## src/rtl/sconv_pkg.sv

```systemverilog
package sconv_pkg;

  localparam int TAPS = 11;
  localparam int HALF = TAPS / 2;
  localparam int DEF_MAX_WIDTH = 256;
  localparam int DEF_MAX_HEIGHT = 256;
  localparam int CFG_W = 9;
  localparam int PIX_W = 8;
  localparam int ROW_W = 21;
  localparam int OUT_W = 32;
  localparam int TAP_W = 4;

  localparam logic CMD_LOAD  = 1'b0;
  localparam logic CMD_FETCH = 1'b1;

  localparam logic [0:0] REG_WIDTH  = 1'b0;
  localparam logic [0:0] REG_HEIGHT = 1'b1;

  function automatic logic [9:0] tap_weight(input logic [TAP_W-1:0] k);
    unique case (k)
      4'd0, 4'd10: tap_weight = 10'd36;
      4'd1, 4'd9:  tap_weight = 10'd111;
      4'd2, 4'd8:  tap_weight = 10'd266;
      4'd3, 4'd7:  tap_weight = 10'd498;
      4'd4, 4'd6:  tap_weight = 10'd724;
      4'd5:        tap_weight = 10'd821;
      default:     tap_weight = 10'd0;
    endcase
  endfunction

  // controller to datapath
  typedef struct packed {
    logic store_pixel;   // write pixel at load position
    logic row_clear;     // start a row-pass sum
    logic row_tap;       // issue one row-pass read
    logic row_write;     // write row-pass result
    logic col_clear;     // start a column sum
    logic col_tap;       // issue one column read
    logic out_load;      // capture result into output register
    logic out_incomplete;
    logic load_adv;
    logic emit_adv;
    logic frame_restart;
    logic [TAP_W-1:0] tap;
  } sconv_cmd_t;

  // datapath to controller
  typedef struct packed {
    logic row_done;   // current load position is the last pixel of a row
    logic frame_full; // load position reached total
    logic col_last;   // row-pass column sweep at its end
    logic last_pos;   // emit position is the final pixel
  } sconv_sts_t;

endpackage

```

## src/rtl/sconv_ctrl.sv

```systemverilog
module sconv_ctrl import sconv_pkg::*; (
  input  logic       clk,
  input  logic       rst,
  input  logic       in_valid,
  output logic       in_stall,
  input  logic       command,
  input  logic       out_valid,
  input  logic       out_stall,
  input  logic       cfg_hit,
  input  sconv_sts_t sts,
  output sconv_cmd_t cmd
);
  typedef enum logic [5:0] {
    S_IDLE  = 6'b000001,
    S_ROWS  = 6'b000010,
    S_ROWT  = 6'b000100,
    S_ROWW  = 6'b001000,
    S_COLT  = 6'b010000,
    S_COLW  = 6'b100000
  } state_t;

  state_t state, state_next;
  logic [TAP_W-1:0] tap, tap_next;
  logic accept;

  // read, operand and product registers lie between tap issue and accumulate
  localparam int LAT = 3;
  localparam logic [TAP_W-1:0] TAP_END = TAP_W'(TAPS + LAT - 1);

  assign in_stall = (state != S_IDLE) || (out_valid && out_stall);
  assign accept = in_valid && !in_stall;

  always_comb begin
    state_next = state;
    tap_next = tap;
    cmd = '0;
    cmd.tap = tap;
    unique case (state)
      S_IDLE: begin
        if (cfg_hit) begin
          cmd.frame_restart = 1'b1;
        end else if (accept && command == CMD_LOAD) begin
          if (!sts.frame_full) begin
            cmd.store_pixel = 1'b1;
            cmd.load_adv = 1'b1;
            if (sts.row_done) begin
              state_next = S_ROWS;
            end
          end
        end else if (accept) begin
          if (!sts.frame_full) begin
            cmd.out_load = 1'b1;
            cmd.out_incomplete = 1'b1;
          end else begin
            cmd.col_clear = 1'b1;
            tap_next = '0;
            state_next = S_COLT;
          end
        end
      end
      S_ROWS: begin
        cmd.row_clear = 1'b1;
        tap_next = '0;
        state_next = S_ROWT;
      end
      S_ROWT: begin
        cmd.row_tap = 1'b1;
        tap_next = tap + 1'b1;
        if (tap == TAP_END) begin
          state_next = S_ROWW;
        end
      end
      S_ROWW: begin
        cmd.row_write = 1'b1;
        if (sts.col_last) begin
          state_next = S_IDLE;
        end else begin
          cmd.row_clear = 1'b1;
          tap_next = '0;
          state_next = S_ROWT;
        end
      end
      S_COLT: begin
        cmd.col_tap = 1'b1;
        tap_next = tap + 1'b1;
        if (tap == TAP_END) begin
          state_next = S_COLW;
        end
      end
      S_COLW: begin
        cmd.out_load = 1'b1;
        cmd.emit_adv = 1'b1;
        state_next = S_IDLE;
      end
      default: state_next = S_IDLE;
    endcase
  end

  always_ff @(posedge clk) begin
    if (rst) begin
      state <= S_IDLE;
      tap <= '0;
    end else begin
      state <= state_next;
      tap <= tap_next;
    end
  end

  a_busy_stall: assert property (@(posedge clk) disable iff (rst)
    state != S_IDLE |-> in_stall) else $error("request taken while busy");
  a_colw_from_colt: assert property (@(posedge clk) disable iff (rst)
    state == S_COLW |-> $past(state) == S_COLT) else $error("bad column sequence");
  a_roww_from_rowt: assert property (@(posedge clk) disable iff (rst)
    state == S_ROWW |-> $past(state) == S_ROWT) else $error("bad row sequence");
endmodule

```

## config.mk

```make
export PLATFORM = sky130hd
export DESIGN_NAME = sconv_ctrl
export DESIGN_NICKNAME = d
export VERILOG_FILES = /design/src/rtl/sconv_pkg.sv /design/src/rtl/sconv_ctrl.sv
export SDC_FILE = /design/constraint.sdc
export NUM_CORES = 1
export LEC_CHECK = 0
export BUFFER_PORTS_ARGS = -buffer_cell sky130_fd_sc_hd__buf_2
export CORE_MARGIN = 2
export CORE_UTILIZATION = 45
export DETAILED_ROUTE_END_ITERATION = 10
export PLACE_DENSITY = 0.75
export RECOVER_POWER = 50
export SETUP_SLACK_MARGIN = 0.02
export SLEW_MARGIN = 20
export SYNTH_ARGS = -nofsm -noshare
export SYNTH_HDL_FRONTEND = slang
export SYNTH_SLANG_ARGS = --single-unit
```

## constraint.sdc

```tcl
create_clock -name clk -period 2.9 [get_ports clk]
set_clock_uncertainty 0.1 [all_clocks]
set_input_delay 0.145 -clock clk [delete_from_list [all_inputs] [get_ports clk]]
set_output_delay 0.145 -clock clk [all_outputs]
set_load 0.1 [all_outputs]
```

# == Word-level counts from Yosys, hierarchy flattened ==
# Cells that the tools add are included.
# op_classes
addsub,1
n_bitwise,1
eq_ne,19
n_reduce_logical,9
mux,39
# ops
cell,n
$mux 6,8
$pmux 6 s5,1
$mux 4,5
$mux 1,16
$pmux 4 s4,1
$ne 2x2->1 const B,7
$ne 3x3->1 const B,4
$mux 2,4
$reduce_and 7->1,1
$eq 6x1->1 const B,1
$eq 6x2->1 const B,1
$eq 6x3->1 const B,1
$eq 6x4->1 const B,1
$eq 6x5->1 const B,1
$eq 6x6->1 const B,1
$mux 3,2
$ne 6x1->1 const B,1
$reduce_and 6->1,1
$add 4x1->4 const B,1
$eq 4x4->1 const B,1
$pmux 1 s2,2
$reduce_bool 4->1,1
$logic_and 1x1->1,3
$reduce_or 2->1,1
other kinds (3),3
# totals
out_inout_bits,16
elab_cells,71
reg_bits,10
input_bits,11

# == Depth between registers and ports, before layout ==
# depth
ltp_word,8
mapped_depth,6
ltp_nobuf,5

# == Worst setup path after synthesis ==
# Ideal clock, no wire load.
# synth_timing
path_kind,reg-to-output
start,reg state[2]
end,out cmd[8] (netlist bit)
t_arrival_ns,3.941
setup_slack_ns,-1.286
n_path_buf,1
path_stages_with_launch,5
t_required_ns,2.655
cell_sequence,dfxtp_1 buf_2 or4_4 nor3b_1 or2_2
# synth_rtl
element,line,text
start: declaration,sconv_ctrl.sv:22,"state_t state, state_next;"
start signal: assignment,sconv_ctrl.sv:104,state <= state_next;
end: declaration,sconv_ctrl.sv:11,output sconv_cmd_t cmd

==> impl_results.rst <==
.. list-table::
   :header-rows: 1

   * - Metric
     - Value
   * - Multiplexer area fraction after synthesis
     - 0%
   * - Area of the core
     - 1471 um^2
   * - Vias per Instance
     - 5.408
   * - Synth Area in Compound Gates
     - 17.42%
   * - Final critical-path required period
     - 2.748 ns
   * - Worst Setup End Kind
     - output pin
   * - Number of cells on the worst reg-to-reg path
     - 4
   * - Proportion of synthesized chip area in sequential cells
     - 29.04%
   * - Main combinational cell family by area after synthesis
     - simple AND/OR/NAND/NOR gates
   * - Maximum clock frequency
     - 363.9 MHz
   * - Maximum resistive drop on vdd
     - 0.1860 mV
   * - Type of the setup path with the least slack
     - register to output pin
   * - Number of search-and-repair iterations in the first detailed-routing pass
     - 2
   * - Routed wire length per instance
     - 12.33 um
   * - Number of antenna violations at the first check in global routing
     - 0
   * - DRC marker count from the first detailed-route iteration
     - 7
   * - Nets in the synthesized netlist
     - 99
   * - Num ports
     - 27
   * - Met1 layer wirelength in the final routing
     - 725 um
   * - Crit path required time
     - 2.65 ns
   * - Overall track demand over capacity in global routing
     - 17.84%
   * - Average size of a mapped cell
     - 8.016 um^2
   * - Placed cell count
     - 122
   * - Clock Latency Late Sink
     - 0.25 ns
   * - Initial standard-cell utilization of the core
     - 46.85%
   * - Number of warning messages in the yosys log
     - 0
   * - Post-CTS setup buffer count
     - 0
   * - Ys async rst share
     - 0%
   * - Leakage power of the design
     - 0.3411 nW
   * - Floorplan die height
     - 43.14 um
   * - Max-cap check violation count
     - 0
   * - Max FO, Critical Path
     - 9
   * - Post-synthesis instance total
     - 86
   * - Power density of the placed cells
     - 368.6 nW/um^2
   * - Synth-to-layout area growth
     - 23.59%
   * - Root Buffer Master
     - sky130_fd_sc_hd__clkbuf_4
   * - Via total after detailed routing
     - 676
   * - Number of setup violations in the final report
     - 0
   * - Cell area after technology mapping
     - 689.4 um^2
   * - Post-synthesis share of cell area spent on full adders, half adders and majority gates
     - 3.630%
   * - Proportion of layout cells with a drive suffix above 1
     - 28.44%
   * - H-Tree Level Count
     - 1
   * - Number of buffers added by the clock tree synthesis step
     - 3
   * - Startpoint type of the worst setup path
     - register
   * - CTS max path bufs
     - 2
   * - Antenna Violating Nets Remaining
     - 0
   * - Amount of wire on met3 after detailed routing
     - 40 um
   * - Slew Viols, Final
     - 0
   * - Crit path depth
     - 5
   * - Top_reg_cell synth
     - sky130_fd_sc_hd__dfxtp_1
   * - Count of endpoints failing hold in the final timing report
     - 0
   * - Global-route wire length before repair
     - 2566 um
   * - Xor and xnor fraction of the mapped netlist area
     - 2.541%
   * - Actual transition at the worst max-transition pin
     - 1.156 ns
   * - Worst path buffer plus inverter count
     - 2
   * - Total global routing overflow
     - 0
   * - Total negative slack
     - 0 ns
   * - Count of distinct cell types in the synthesized netlist
     - 38
   * - Largest net degree at the start of global routing
     - 12
   * - Fillers
     - 148
   * - Number of global-route vias before repair
     - 589
   * - Worst flop-to-flop path startpoint
     - state[0]$_SDFFE_PP1P_
   * - Final standard cell area without fillers
     - 852.1 um^2
   * - Post-Synth Simple-Gate Area
     - 40.11%
   * - Routed WL
     - 1541 um
   * - Post-Layout Cell Count
     - 125
   * - Flip-flop and latch count after synthesis
     - 10
   * - Largest delay contributor family on the critical path
     - simple AND/OR/NAND/NOR gates
   * - Standard-cell row count
     - 14
   * - Crit Reg-Reg Endpoint
     - state[1]$_SDFFE_PP0P_
   * - Critical Path AT
     - 2.50 ns
   * - Post-route worst setup slack
     - 0.1517 ns
   * - Number of sinks driven by the clock tree
     - 10
   * - Routability congestion estimate from global placement
     - 0.8089
   * - Stage delay of the slowest cell on the critical path
     - 0.57 ns
   * - Die width
     - 43.14 um
   * - Minimum setup slack after placement
     - 0.4142 ns
   * - Setup repair after global routing missed its margin
     - false
   * - Hold-fix buffers, CTS
     - 0
   * - CTS tree
     - done
   * - Series of cell instances along the critical path
     - or4_4 > or3b_4 > or3_1 > inv_1 > buf_2
   * - Highest layer used for signal routing
     - met4
   * - Port bufs
     - 25
   * - Relative slew margins
     - 23.25%
   * - Path type of the worst min-delay path
     - input pin to register
   * - Total cell area at the placement stage
     - 839.6 um^2
   * - Worst setup path endpoint
     - cmd[10]
   * - Launch point of the worst path
     - state[1]$_SDFFE_PP0P_
   * - Clock-pin slew of the registers on the worst-case setup and hold paths
     - 0.06 ns
   * - Worst R2R Setup Slack
     - 0.75 ns
   * - Drt drc
     - 0
   * - Fraction of the cycle the final worst path needs
     - 94.77%
   * - Status
     - completed
   * - Final Core Density
     - 57.91%
   * - Antenna fix cells
     - 0
   * - Count of flip-flops with a built-in enable after synthesis
     - 0
   * - Detailed Place HPWL
     - 1241 um
   * - Number of nets at the end of the flow
     - 124
   * - Worst-path cell with the longest stage delay
     - sky130_fd_sc_hd__or4_4
   * - Total length of routed met2 wires
     - 765 um
   * - Die ar.
     - 1861 um^2
   * - Post-cts resize count
     - 0
per-stage QoR:
step / total power, mW / hold slack [ns]
6_report: 0.3141 / 0.08814
5_1_grt: 0.3320 / 0.1002
4_1_cts: 0.3176 / 0.08667
3_5_place_dp: 0.2311 / 0.3549
3_3_place_gp: 0.2298 / 0.3503
2_1_floorplan: 0.2135 / 0.2283
where the power goes:
group          internal, mW  leakage, nW  switching, mW  total, mW
Sequential            0.139       0.0807        0.00254      0.142
Combinational        0.0228        0.247         0.0629     0.0857
Clock                0.0475       0.0138         0.0393     0.0868
layer usage:
| layer | vias to the layer above | GRT usage (%) |
|---|---|---|
| li1 | 358 | - |
| met2 | 8 | 29.55 |
| met5 | - | 0 |
| met4 | 0 | 7.273 |
| met1 | 308 | 23.70 |
| met3 | 2 | 1.277 |
flip-flops by register name, summed over array words and instances, names as in the netlist:
name	count
tap	4
state	6
cell families after synthesis:
| group | Yosys count |
|---|---|
| XOR/XNOR | 2 |
| flip-flops | 10 |
| AO/OA/AOI/OAI | 18 |
| buffers and inverters | 10 |
| adder cells (fa/ha/maj) | 2 |
| AND/OR/NAND/NOR | 44 |
worst min path at each step:
stage | start | end | slack (ns) | depth (start not counted)
4_1_cts | rst | tap[0]$_SDFFE_PP0P_ | 0.09 | 2
3_5_place_dp | rst | state[2]$_SDFFE_PP0P_ | 0.35 | 2
2_1_floorplan | rst | tap[1]$_SDFFE_PP0P_ | 0.23 | 2
5_1_grt | rst | tap[2]$_SDFFE_PP0P_ | 0.10 | 2
3_3_place_gp | rst | tap[0]$_SDFFE_PP0P_ | 0.35 | 2
6_report | rst | tap[0]$_SDFFE_PP0P_ | 0.09 | 2
final cells by class:
cell class | instances | area (um^2) | share of cell area (%)
timing repair buffer | 27 | 130.1 | 15.27
inverter | 3 | 11.26 | 1.322
clock buffer | 3 | 22.52 | 2.643
sequential | 10 | 200.2 | 23.49
tap | 16 | 20.02 | 2.349
multi-input combinational | 66 | 467.9 | 54.92
worst register-to-register path: cells and delay by family (launching register included):
family          cells  cell delay, ns
flops               1            0.37
simple gates        3            1.21
compound gates      1            0.36
layout by cell type (no fill, tap or decap), types with 2 or more instances in the layout:
cell / synthesis / final
sky130_fd_sc_hd__clkbuf_1: 4 / 8
sky130_fd_sc_hd__or3_1: 3 / 3
sky130_fd_sc_hd__o21a_1: 2 / 2
sky130_fd_sc_hd__o21ai_0: 3 / 3
sky130_fd_sc_hd__buf_2: 1 / 17
sky130_fd_sc_hd__clkbuf_4: 0 / 3
sky130_fd_sc_hd__nand3_1: 2 / 2
sky130_fd_sc_hd__inv_1: 3 / 3
sky130_fd_sc_hd__nor4b_1: 2 / 2
sky130_fd_sc_hd__a311oi_1: 2 / 2
sky130_fd_sc_hd__nand2_1: 7 / 7
sky130_fd_sc_hd__nor3_1: 3 / 3
sky130_fd_sc_hd__nor2_1: 9 / 9
sky130_fd_sc_hd__a21oi_1: 5 / 5
sky130_fd_sc_hd__buf_4: 1 / 2
sky130_fd_sc_hd__ha_1: 2 / 2
sky130_fd_sc_hd__nor3b_1: 3 / 2
sky130_fd_sc_hd__dfxtp_1: 10 / 10
sky130_fd_sc_hd__nand2b_1: 2 / 2
synth_stat cells, types with 3 or more instances:
cell type / n / share of area, %
sky130_fd_sc_hd__a21oi_1: 5 / 3.6
sky130_fd_sc_hd__clkbuf_1: 4 / 2.2
sky130_fd_sc_hd__dfxtp_1: 10 / 29
sky130_fd_sc_hd__inv_1: 3 / 1.6
sky130_fd_sc_hd__nand2_1: 7 / 3.8
sky130_fd_sc_hd__nor2_1: 9 / 4.9
sky130_fd_sc_hd__nor3_1: 3 / 2.2
sky130_fd_sc_hd__nor3b_1: 3 / 3.3
sky130_fd_sc_hd__o21ai_0: 3 / 2.2
sky130_fd_sc_hd__or3_1: 3 / 2.7
No activity file was read; power rests on OpenSTA's default activity.
